==> src/sv/tle_pkg.sv <==
// ============================================================================
// tle_pkg: shared constants and types of the tier latency estimator
// Counter width, word layouts and configuration register indexes used by
// the datapath, the divider and the port checker.
// ============================================================================
package tle_pkg;

    // Width of the free-running hardware counters (32 to 64).
    localparam int CounterBits  = 48;
    // Fixed field widths of the words on the stream ports.
    localparam int InFieldBits  = 48;
    localparam int OutWideBits  = 64;
    localparam int InTdataBits  = 4 * InFieldBits;
    localparam int OutFieldBits = 4 * OutWideBits + 1;
    localparam int OutTdataBits = ((OutFieldBits + 7) / 8) * 8;
    // Divider step counter.
    localparam int DivCntBits   = $clog2(CounterBits);

    // Configuration register port.
    localparam int CfgIndexBits = 2;
    localparam int CfgDataBits  = 32;
    localparam int ShiftBits    = 3;
    localparam int FloorBits    = 16;

    typedef logic [CounterBits-1:0] cnt_t;

    typedef enum logic [CfgIndexBits-1:0] {
        CFG_EWMA_SHIFT   = 2'd0,
        CFG_INSERT_THR   = 2'd1,
        CFG_LOCAL_FLOOR  = 2'd2,
        CFG_REMOTE_FLOOR = 2'd3
    } cfg_index_t;

    // Reset values of the configuration registers.
    localparam logic [ShiftBits-1:0]   ShiftReset       = 3'd1;
    localparam logic [CfgDataBits-1:0] ThresholdReset   = 32'd2000;
    localparam logic [FloorBits-1:0]   LocalFloorReset  = 16'd280;
    localparam logic [FloorBits-1:0]   RemoteFloorReset = 16'd410;

endpackage

==> src/sv/tle_divider.sv <==
// ============================================================================
// tle_divider: iterative unsigned divider
// Restoring division, one quotient bit per cycle. A start pulse loads the
// operands; done pulses for one cycle when the quotient is ready.
// ============================================================================
module tle_divider (
    input  logic               clk,
    input  logic               rst_n,
    input  logic               start,
    input  tle_pkg::cnt_t      dividend,
    input  tle_pkg::cnt_t      divisor,
    output logic               done,
    output tle_pkg::cnt_t      quotient
);

    logic                              busy_reg;
    logic                              done_reg;
    logic [tle_pkg::DivCntBits-1:0]    cnt_reg;
    tle_pkg::cnt_t                     rem_reg;
    tle_pkg::cnt_t                     quo_reg;
    tle_pkg::cnt_t                     dvs_reg;

    logic [tle_pkg::CounterBits:0]     shifted;
    logic [tle_pkg::CounterBits+1:0]   trial;
    logic                              borrow;

    // Shift in the next dividend bit and try to subtract the divisor.
    always_comb
    begin
        shifted = {rem_reg, quo_reg[tle_pkg::CounterBits-1]};
        trial   = {1'b0, shifted} - {2'b00, dvs_reg};
        borrow  = trial[tle_pkg::CounterBits+1];
    end

    // Step control.
    always_ff @(posedge clk or negedge rst_n)
    begin
        if (!rst_n)
        begin
            busy_reg <= 1'b0;
            done_reg <= 1'b0;
            cnt_reg  <= '0;
        end
        else
        begin
            done_reg <= 1'b0;
            if (start)
            begin
                busy_reg <= 1'b1;
                cnt_reg  <= tle_pkg::DivCntBits'(tle_pkg::CounterBits - 1);
            end
            else if (busy_reg)
            begin
                if (cnt_reg == '0)
                begin
                    busy_reg <= 1'b0;
                    done_reg <= 1'b1;
                end
                else
                begin
                    cnt_reg <= cnt_reg - 1'b1;
                end
            end
        end
    end

    // Partial remainder and quotient; the dividend shifts out as the
    // quotient shifts in.
    always_ff @(posedge clk)
    begin
        if (start)
        begin
            rem_reg <= '0;
            quo_reg <= dividend;
            dvs_reg <= divisor;
        end
        else if (busy_reg)
        begin
            rem_reg <= borrow ? shifted[tle_pkg::CounterBits-1:0]
                              : trial[tle_pkg::CounterBits-1:0];
            quo_reg <= {quo_reg[tle_pkg::CounterBits-2:0], !borrow};
        end
    end

    assign done     = done_reg;
    assign quotient = quo_reg;

endmodule

==> src/sv/tier_latency_estimator.sv <==
// ============================================================================
// tier_latency_estimator: two-tier memory latency estimator
// Turns samples of occupancy and insert counters into smoothed per-tier
// latencies by filtering the counter deltas and dividing the results.
// ============================================================================
// Each input word is one sample of four free-running counters. The first
// word after reset only primes the stored counts and produces nothing. Every
// later word produces one result word and occupies the block through the
// four filter updates (delta, difference and apply steps of one shared unit),
// a division per tier in the one-bit-per-cycle divider that both tiers
// share, and the load of the result. A tier whose smoothed inserts do not
// exceed the threshold skips its division. The input stays not ready until
// the result word has been taken.
module tier_latency_estimator (
    input  logic                                clk,
    input  logic                                rst_n,
    // Fields from bit 0: local_occupancy_count, local_insert_count,
    // remote_occupancy_count, remote_insert_count (48 bits each).
    input  logic [tle_pkg::InTdataBits-1:0]     s_tdata,
    input  logic                                s_tvalid,
    output logic                                s_tready,
    // Fields from bit 0: local_latency (64), remote_latency (64),
    // local_slower (1), local_inserts_smoothed (64),
    // remote_inserts_smoothed (64), zero fill to whole bytes.
    output logic [tle_pkg::OutTdataBits-1:0]    m_tdata,
    output logic                                m_tvalid,
    input  logic                                m_tready,
    input  logic                                cfg_wr_en,
    input  logic [tle_pkg::CfgIndexBits-1:0]    cfg_index,
    input  logic [tle_pkg::CfgDataBits-1:0]     cfg_wdata
);

    typedef enum logic [2:0] {
        ST_IDLE,
        ST_DELTA,
        ST_DIFF,
        ST_APPLY,
        ST_DIV_START,
        ST_DIV_WAIT,
        ST_LOAD,
        ST_OUT
    } state_t;

    // Control state.
    state_t                              state_reg, state_next;
    logic [1:0]                          ch_reg, ch_next;
    logic                                tier_reg, tier_next;
    logic                                primed_reg, primed_next;
    logic                                m_tvalid_reg, m_tvalid_next;
    // Filter state, in input order: local occupancy, local inserts,
    // remote occupancy, remote inserts.
    tle_pkg::cnt_t                       smooth_reg [4];
    tle_pkg::cnt_t                       smooth_next [4];
    // Working registers.
    tle_pkg::cnt_t                       cur_reg [4];
    tle_pkg::cnt_t                       cur_next [4];
    tle_pkg::cnt_t                       prev_reg [4];
    tle_pkg::cnt_t                       prev_next [4];
    tle_pkg::cnt_t                       delta_reg, delta_next;
    tle_pkg::cnt_t                       diff_reg, diff_next;
    logic                                ge_reg, ge_next;
    tle_pkg::cnt_t                       lat_reg [2];
    tle_pkg::cnt_t                       lat_next [2];
    logic [tle_pkg::OutTdataBits-1:0]    m_tdata_reg, m_tdata_next;
    // Configuration registers.
    logic [tle_pkg::ShiftBits-1:0]       ewma_shift_reg;
    logic [tle_pkg::CfgDataBits-1:0]     insert_threshold_reg;
    logic [tle_pkg::FloorBits-1:0]       floor_reg [2];

    // Shared filter unit and divider hookup.
    tle_pkg::cnt_t                       old_value;
    tle_pkg::cnt_t                       shifted_diff;
    tle_pkg::cnt_t                       low_bits;
    logic                                round_up;
    tle_pkg::cnt_t                       filtered;
    tle_pkg::cnt_t                       tier_occ;
    tle_pkg::cnt_t                       tier_ins;
    tle_pkg::cnt_t                       tier_floor;
    logic                                div_start;
    logic                                div_done;
    tle_pkg::cnt_t                       div_quotient;

    tle_divider u_divider (
        .clk      (clk),
        .rst_n    (rst_n),
        .start    (div_start),
        .dividend (tier_occ),
        .divisor  (tier_ins),
        .done     (div_done),
        .quotient (div_quotient)
    );

    // Filter step: move the old value toward the delta by diff >> shift,
    // rounding the step up when moving downward.
    always_comb
    begin
        old_value    = smooth_reg[ch_reg];
        shifted_diff = diff_reg >> ewma_shift_reg;
        low_bits     = diff_reg & ~({tle_pkg::CounterBits{1'b1}} << ewma_shift_reg);
        round_up     = !ge_reg && (low_bits != '0);
        filtered     = ge_reg ? (old_value + shifted_diff)
                              : (old_value - shifted_diff
                                 - tle_pkg::CounterBits'(round_up));
    end

    // Operands of the tier being resolved.
    always_comb
    begin
        tier_occ   = smooth_reg[{tier_reg, 1'b0}];
        tier_ins   = smooth_reg[{tier_reg, 1'b1}];
        tier_floor = tle_pkg::CounterBits'(floor_reg[tier_reg]);
    end

    // Sequencer.
    always_comb
    begin
        state_next    = state_reg;
        ch_next       = ch_reg;
        tier_next     = tier_reg;
        primed_next   = primed_reg;
        m_tvalid_next = m_tvalid_reg;
        smooth_next   = smooth_reg;
        cur_next      = cur_reg;
        prev_next     = prev_reg;
        delta_next    = delta_reg;
        diff_next     = diff_reg;
        ge_next       = ge_reg;
        lat_next      = lat_reg;
        m_tdata_next  = m_tdata_reg;
        div_start     = 1'b0;

        case (state_reg)
            ST_IDLE:
            begin
                if (s_tvalid)
                begin
                    for (int i = 0; i < 4; i++)
                    begin
                        cur_next[i] = tle_pkg::CounterBits'(
                            s_tdata[i*tle_pkg::InFieldBits +: tle_pkg::InFieldBits]);
                        if (!primed_reg)
                        begin
                            prev_next[i] = cur_next[i];
                        end
                    end
                    if (primed_reg)
                    begin
                        ch_next    = 2'd0;
                        state_next = ST_DELTA;
                    end
                    else
                    begin
                        primed_next = 1'b1;
                    end
                end
            end

            ST_DELTA:
            begin
                // Wraps naturally at the counter width.
                delta_next        = cur_reg[ch_reg] - prev_reg[ch_reg];
                prev_next[ch_reg] = cur_reg[ch_reg];
                state_next        = ST_DIFF;
            end

            ST_DIFF:
            begin
                ge_next    = delta_reg >= old_value;
                diff_next  = (delta_reg >= old_value) ? (delta_reg - old_value)
                                                      : (old_value - delta_reg);
                state_next = ST_APPLY;
            end

            ST_APPLY:
            begin
                smooth_next[ch_reg] = filtered;
                if (ch_reg == 2'd3)
                begin
                    tier_next  = 1'b0;
                    state_next = ST_DIV_START;
                end
                else
                begin
                    ch_next    = ch_reg + 2'd1;
                    state_next = ST_DELTA;
                end
            end

            ST_DIV_START:
            begin
                if (64'(tier_ins) > 64'(insert_threshold_reg))
                begin
                    div_start  = 1'b1;
                    state_next = ST_DIV_WAIT;
                end
                else
                begin
                    lat_next[tier_reg] = tier_floor;
                    if (tier_reg)
                    begin
                        state_next = ST_LOAD;
                    end
                    else
                    begin
                        tier_next = 1'b1;
                    end
                end
            end

            ST_DIV_WAIT:
            begin
                if (div_done)
                begin
                    lat_next[tier_reg] = (div_quotient > tier_floor) ? div_quotient
                                                                     : tier_floor;
                    if (tier_reg)
                    begin
                        state_next = ST_LOAD;
                    end
                    else
                    begin
                        tier_next  = 1'b1;
                        state_next = ST_DIV_START;
                    end
                end
            end

            ST_LOAD:
            begin
                m_tdata_next = tle_pkg::OutTdataBits'({
                    64'(smooth_reg[3]),
                    64'(smooth_reg[1]),
                    (lat_reg[0] > lat_reg[1]),
                    64'(lat_reg[1]),
                    64'(lat_reg[0])});
                m_tvalid_next = 1'b1;
                state_next    = ST_OUT;
            end

            ST_OUT:
            begin
                if (m_tready)
                begin
                    m_tvalid_next = 1'b0;
                    state_next    = ST_IDLE;
                end
            end

            default:
            begin
                state_next = ST_IDLE;
            end
        endcase
    end

    // Control state, filter state and configuration registers.
    always_ff @(posedge clk or negedge rst_n)
    begin
        if (!rst_n)
        begin
            state_reg            <= ST_IDLE;
            ch_reg               <= 2'd0;
            tier_reg             <= 1'b0;
            primed_reg           <= 1'b0;
            m_tvalid_reg         <= 1'b0;
            for (int i = 0; i < 4; i++)
            begin
                smooth_reg[i] <= '0;
            end
            ewma_shift_reg       <= tle_pkg::ShiftReset;
            insert_threshold_reg <= tle_pkg::ThresholdReset;
            floor_reg[0]         <= tle_pkg::LocalFloorReset;
            floor_reg[1]         <= tle_pkg::RemoteFloorReset;
        end
        else
        begin
            state_reg    <= state_next;
            ch_reg       <= ch_next;
            tier_reg     <= tier_next;
            primed_reg   <= primed_next;
            m_tvalid_reg <= m_tvalid_next;
            smooth_reg   <= smooth_next;
            if (cfg_wr_en)
            begin
                case (cfg_index)
                    tle_pkg::CFG_EWMA_SHIFT:
                        ewma_shift_reg <= cfg_wdata[tle_pkg::ShiftBits-1:0];
                    tle_pkg::CFG_INSERT_THR:
                        insert_threshold_reg <= cfg_wdata;
                    tle_pkg::CFG_LOCAL_FLOOR:
                        floor_reg[0] <= cfg_wdata[tle_pkg::FloorBits-1:0];
                    tle_pkg::CFG_REMOTE_FLOOR:
                        floor_reg[1] <= cfg_wdata[tle_pkg::FloorBits-1:0];
                    default:
                    begin
                    end
                endcase
            end
        end
    end

    // Working registers.
    always_ff @(posedge clk)
    begin
        cur_reg     <= cur_next;
        prev_reg    <= prev_next;
        delta_reg   <= delta_next;
        diff_reg    <= diff_next;
        ge_reg      <= ge_next;
        lat_reg     <= lat_next;
        m_tdata_reg <= m_tdata_next;
    end

    assign s_tready = (state_reg == ST_IDLE);
    assign m_tvalid = m_tvalid_reg;
    assign m_tdata  = m_tdata_reg;

endmodule

==> config.mk <==
export PLATFORM = sky130hd
export DESIGN_NAME = tier_latency_estimator
export DESIGN_NICKNAME = d
export VERILOG_FILES = /design/src/sv/tle_pkg.sv /design/src/sv/tle_divider.sv /design/src/sv/tier_latency_estimator.sv
export SDC_FILE = /design/constraint.sdc
export NUM_CORES = 2
export LEC_CHECK = 0
export BUFFER_PORTS_ARGS = -buffer_cell sky130_fd_sc_hd__clkbuf_2
export CAP_MARGIN = 10
export CORE_MARGIN = 2
export CORE_UTILIZATION = 50
export DETAILED_ROUTE_END_ITERATION = 7
export GPL_TIMING_DRIVEN = 0
export PLACE_DENSITY = 0.74
export SYNTH_ARGS = -nofsm -noshare
export SYNTH_HDL_FRONTEND = slang
export SYNTH_SLANG_ARGS = --single-unit
==> constraint.sdc <==
create_clock -name clk -period 13.2 [get_ports clk]
set_input_delay 0.66 -clock clk [delete_from_list [all_inputs] [get_ports clk]]
set_output_delay 0.66 -clock clk [all_outputs]
set_load 0.01 [all_outputs]
======== After elaboration in Yosys (flattened, before gate mapping) ========
Index checks and enable logic that the tools add are counted.
storage, ports and cells
  output and inout port bits .............. 266
  bits in registers ....................... 1189
  input port bits ......................... 231
  logic and storage cells ................. 179
operators by class
  muxes and demuxes ....................... 71
  add/sub/neg operators ................... 9
  shifts and indexed selects .............. 2
  equal/unequal tests ..................... 21
  bitwise operators ....................... 6
  reductions and logical operators ........ 27
  order comparisons ....................... 10
operators by type and width
  cell                                               count
  2-to-1 mux 48 bit                                  22
  binary-select mux 48 bit (select 2 bit)            5
  bitwise mux 192 bit                                2
  one-hot mux 192 bit (2 select lines)               1
  bitwise mux 96 bit                                 2
  2-to-1 mux 192 bit                                 1
  2-to-1 mux 96 bit                                  2
  one-hot mux 96 bit (2 select lines)                1
  subtractor 48 bit                                  4
  demux 48 bit (select 2 bit)                        1
  subtractor 49 x 48 -> 50 bit                       1
  adder 48 bit                                       1
  bitwise AND 48 bit                                 1
  demux 48 bit (select 1 bit)                        1
  >= comparator 48 bit                               1
  > comparator 48 x 16 -> 1 bit                      1
  > comparator 48 x 32 -> 1 bit                      1
  > comparator 48 bit                                1
  2-to-1 mux 16 bit                                  3
  NOT 48 bit                                         1
  nonzero test 48 bit                                1
  << shifter 48 x 3 -> 48 bit, first input constant  1
  right shift 48 x 3 -> 48 bit                       1
  subtractor 48 x 1 -> 48 bit                        1
  other kinds (35)                                   89

======== Depth between registers and ports, before layout ========
  depth in word-level cells ............... 9
  depth in mapped cells ................... 21

======== Cells and area by module ========
From an unflattened synthesis, not the netlist that was laid out.
second synthesis, totals
  cell total of the unflattened synthesis .. 5898
  area, all modules ....................... 67807.5 µm²
modules (own cells, without submodules)
  module                  cells an instance  instances  area each (µm²)
  tier_latency_estimator  5024               1          58967.8
  tle_divider             874                1          8839.7

======== Least setup slack after synthesis ========
No wires, ideal clock.
  path kind ............................... reg-to-reg
  start ................................... register state_reg[2]
  end ..................................... register m_tdata_reg, in the netlist m_tdata[0], enable pin
  setup slack ............................. 3569 ps
  library setup time ...................... 750 ps
  cell stages (with the launch flop) ...... 5
  clock period less this slack ............ 9631 ps
  arrival ................................. 8881 ps
  cells stage by stage .................... dfrtp_1 > clkbuf_1 > clkbuf_1 > nand2_1 > nor2_1
between the ends
  longest elaborated chain between the ends .. 1
RTL lines
  element                   line                           source
  start: declaration        tier_latency_estimator.sv:45   state_t state_reg, state_next;
  start signal: assignment  tier_latency_estimator.sv:277  state_reg <= state_next;
  == test 3 bit             tier_latency_estimator.sv:132  case (state_reg)
  end signal: assignment    tier_latency_estimator.sv:311  m_tdata_reg <= m_tdata_next;
  end: declaration          tier_latency_estimator.sv:64   logic [tle_pkg::OutTdataBits-1:0] m_tdata_reg, m_tdata_next;
No other way between the ends.
A chain may end at the register's enable or synchronous reset.

======== Final worst setup path ========
  start ................................... register ch_reg[0]
  end ..................................... register smooth_reg[133] (netlist name)
between the ends
  longest elaborated chain between the ends .. 8
  elaborated cells on any way between the ends .. 14
RTL lines
  element                                               line                                                         source
  start: declaration                                    tier_latency_estimator.sv:46                                 logic [1:0] ch_reg, ch_next;
  start signal: assignment                              tier_latency_estimator.sv:278                                ch_reg <= ch_next;
  NOT 2 -> 3 bit (not written as such) (*)              tier_latency_estimator.sv:97, tier_latency_estimator.sv:176
  binary-select mux 48 bit (select 2 bit)               tier_latency_estimator.sv:97                                 old_value = smooth_reg[ch_reg];
  2-to-1 mux 48 bit (not written as such) (2 in a row)  tier_latency_estimator.sv:97
  subtractor 48 bit                                     tier_latency_estimator.sv:102                                : (old_value - shifted_diff
  subtractor 48 x 1 -> 48 bit                           tier_latency_estimator.sv:103                                - tle_pkg::CounterBits'(round_up));
  2-to-1 mux 48 bit                                     tier_latency_estimator.sv:101                                filtered = ge_reg ? (old_value + shifted_diff)
  bitwise mux 192 bit (*)                               tier_latency_estimator.sv:176                                smooth_next[ch_reg] = filtered;
  end signal: assignment                                tier_latency_estimator.sv:282                                smooth_reg <= smooth_next;
  end: declaration                                      tier_latency_estimator.sv:52                                 tle_pkg::cnt_t smooth_reg [4];
Mark *: on every way between the ends. The rest lies on a longest branch, timed or not. The select of a mux whose other input is x is not followed.

==> flow_metrics.env <==
export IMPL_rsz0062_at_grt="false"
export IMPL_min_period_ns=8.87
export IMPL_avgSynthCellArea_um2=11.2
export IMPL_synthArstFlopShare=0.231
export IMPL_drc=0
export IMPL_design_area_um2=78000
export IMPL_hold_class="in2reg"
export IMPL_route_met3_wl_um=17100
export IMPL_cts_tree="yes"
export IMPL_finalCritPeriodShare=0.672
export IMPL_clock_sinks=1189
export IMPL_ys_warn_count=0
export IMPL_r2r_start="ch_reg[0]"
export IMPL_cp_arrival_ns=9.50
export IMPL_ys_types=106
export IMPL_p_leak_nw=31.6
export IMPL_ys_ff_latch=1189
export IMPL_cap_violations=0
export IMPL_detailed_place_hpwl_um=171000
export IMPL_clockBufferDepth=3
export IMPL_drt_total_wl_um=216000
export IMPL_netlist_instances=6150
export IMPL_setup_viol=0
export IMPL_utilization=0.570
export IMPL_criticalPathCategory="reg2reg"
export IMPL_tns_ns=0
export IMPL_wl_per_cell_um=24.8
export IMPL_met1_length_um=83200
export IMPL_crit_start="ch_reg[0]"
export IMPL_outcome="completed"
export IMPL_cts_root_buf="clkbuf_16"
export IMPL_grt_overflow_total=0
export IMPL_io_buffers=425
export IMPL_dieHeight_um=375
export IMPL_tightest_slew_ns=1.38
export IMPL_fin_nets=7458
export IMPL_worstPathMaxFanout=10
export IMPL_crit_path_cell_trace="buf_2 -> clkbuf_1 -> clkbuf_1 -> buf_1 -> mux4_2 -> inv_1 -> ha_1 -> inv_1 -> ha_1 -> a21oi_1 -> o21a_1 -> o221a_2 -> o21ai_0 -> a21o_1 -> a21boi_0 -> o21ai_0 -> xor2_1 -> mux2i_1 -> o21ai_0"
export IMPL_holdWs_ns=0.0767
export IMPL_die_x_um=375
export IMPL_grt_max_degree=107
export IMPL_cpPeakStageDelay_ns=0.88
export IMPL_synth_seq_area_share=0.492
export IMPL_grt_total_usage=0.299
export IMPL_start_util=0.502
export IMPL_drt_iter0_markers=5906
export IMPL_clkTransAtPathRegs_ns=0.06
export IMPL_grt_pass1_vias=51900
export IMPL_ir_drop_mv=0.125
export IMPL_crit_top_cell="o21ai_0"
export IMPL_cp_top_family="buffers and inverters"
export IMPL_seqCellArea_um2=33900
export IMPL_slew_violations=0
export IMPL_place_gp_congestion=0.993
export IMPL_multiInputGateArea_um2=31700
export IMPL_met2_length_um=102000
export IMPL_relSlewSlack=0.0714
export IMPL_num_vias=53200
export IMPL_rrSetupSlack_ns=4.33
export IMPL_hold_viol=0
export IMPL_area_growth_pct=13.5
export IMPL_synth_edff_count=866
export IMPL_maxUsedRoutingLayer="met5"
export IMPL_crit_required_ns=13.83
export IMPL_clk_latency_ns=0.79
export IMPL_io_pins=497
export IMPL_reg2reg_depth=19
export IMPL_netlist_area_um2=68800
export IMPL_cts_buffers=120
export IMPL_die_area_um2=141000
export IMPL_synth_main_ff_cell="edfxtp_1"
export IMPL_timing_fmax_mhz=113
export IMPL_grt_pass1_wl_um=318000
export IMPL_nFillCells=11400
export IMPL_r2r_end="smooth_reg[133]"
export IMPL_path_depth=19
export IMPL_drtAntennaViolNets=0
export IMPL_htree_levels=3
export IMPL_power_density_nw_per_um2=117
export IMPL_worstSetupStartpointType="register"
export IMPL_dpl_instance_area_um2=73900
export IMPL_fin_skew_ns=0.0819
export IMPL_vias_per_cell=6.11
export IMPL_cts_resized=0
export IMPL_std_cell_rows=136
export IMPL_crit_slowest_cell="clkbuf_1"
export IMPL_endpoint_kind="register"
export IMPL_dr_pass1_iters=8
export IMPL_drive_gt1_frac=0.170
export IMPL_core_area_um2=137000
export IMPL_cp_num_buf_inv=6
export IMPL_largest_register_ffs=193
export IMPL_antenna_found_initial=12
export IMPL_crit_path_end="smooth_reg[133]"
## where the power goes
group / total, mW / internal, mW / switching (mW)
logic: 1.59 / 0.583 / 1.01
registers: 4.06 / 4.03 / 0.0271
clock network: 3.51 / 2.01 / 1.51
## synth_stat cells (11+ instances only)
library cell | count | share of area
a211o_1 | 11 | 0.0014
a211oi_1 | 44 | 0.0048
a21boi_0 | 11 | 0.0012
a21o_1 | 161 | 0.018
a21oi_1 | 451 | 0.033
a22o_1 | 193 | 0.025
a31oi_1 | 79 | 0.0072
a41oi_1 | 11 | 0.0014
and2_1 | 17 | 0.0015
and3_1 | 85 | 0.0077
buf_1 | 43 | 0.0023
buf_2 | 43 | 0.0031
buf_4 | 75 | 0.0082
clkbuf_1 | 218 | 0.012
dfrtp_1 | 260 | 0.095
dfstp_2 | 15 | 0.0057
dfxtp_1 | 48 | 0.014
edfxtp_1 | 866 | 0.38
ha_1 | 429 | 0.078
inv_1 | 439 | 0.024
mux2_2 | 160 | 0.026
mux2i_1 | 117 | 0.017
mux4_2 | 167 | 0.055
nand2_1 | 458 | 0.025
nand2b_1 | 40 | 0.0036
nand3_1 | 85 | 0.0062
nand4_1 | 80 | 0.0073
nor2_1 | 325 | 0.018
nor2b_1 | 47 | 0.0043
nor3_1 | 59 | 0.0043
nor4_1 | 31 | 0.0028
o2111ai_1 | 13 | 0.0017
o211ai_1 | 38 | 0.0041
o21a_1 | 46 | 0.0050
o21ai_0 | 453 | 0.033
o21bai_1 | 64 | 0.0070
o31ai_1 | 30 | 0.0033
or2_2 | 16 | 0.0015
or3_1 | 18 | 0.0016
xnor2_1 | 129 | 0.016
xor2_1 | 74 | 0.0094
## cell usage in the layout, fill, tap and decap left out, types with 71 or more instances in the layout
master,synthesis,final
nand4_1,80,80
mux4_2,167,167
conb_1,1,71
buf_4,75,75
xnor2_1,129,129
clkbuf_1,218,237
nor2_1,325,322
mux2i_1,117,117
clkbuf_16,0,122
o21ai_0,453,453
ha_1,429,429
a21oi_1,451,451
nand3_1,85,85
xor2_1,74,74
a22o_1,193,193
a31oi_1,79,79
nand2_1,458,458
edfxtp_1,866,866
mux2_2,160,160
inv_1,439,437
and3_1,85,85
dfrtp_1,260,260
clkbuf_2,0,425
a21o_1,161,161
## routing by layer
layer / up-vias / GRT usage
li1: 24100 / -
met1: 25800 / 0.372
met2: 2736 / 0.499
met3: 554 / 0.0492
met4: 6 / 0.165
met5: - / 0
## worst min-delay path by stage
stage | start | slack [ns] | endpoint | cells after the start
final | s_tdata[119] | 0.08 | cur_reg[71] | 1
after global placement | lat_reg[14] | 0.44 | m_tdata[78] | 0
after global routing | s_tdata[118] | 0.06 | cur_reg[70] | 1
after CTS | s_tdata[100] | 0.03 | cur_reg[52] | 1
after floorplan | rst_n | 0.36 | ch_reg[0] | 0
after detailed placement | lat_reg[31] | 0.44 | m_tdata[95] | 0
## stage by stage
step / total power [mW] / instances / setup slack [ns]
2_1_floorplan: 5.20 / 6220 / 3.57
3_3_place_gp: 5.66 / 8439 / 0.0879
3_5_place_dp: 5.68 / 8461 / 4.70
4_1_cts: 9.15 / 8690 / 4.65
5_1_grt: 9.46 / 8696 / 4.44
6_report: 9.16 / 8697 / 4.33
## logic make-up after synthesis
logic type      after synthesis  share of synthesized area
flops                      1189                      0.492
other cells                   1                  0.0000545
mux                         445                     0.0981
xor+xnor                    203                     0.0259
buf+inv                     834                     0.0515
simple gates               1304                     0.0888
fa+ha+maj                   436                     0.0801
compound gates             1738                      0.163
## repair_timing
action                     4_1_cts  5_1_grt
setup endpoints to repair        0        0
buffers inserted                 0        0
hold endpoints to repair        20        0
hold buffers                     1        0
## cell type report
class                   instances  share of cell area
diodes                          6            0.000192
multi-input cells            4197               0.406
inverters                     445              0.0214
well taps                    1794              0.0288
plain buffers                 389              0.0240
flip-flops and latches       1189               0.434
repair buffers                449              0.0332
clock inverters                70             0.00953
clock buffers                 158              0.0430
Power figures use the tool's default switching activity.
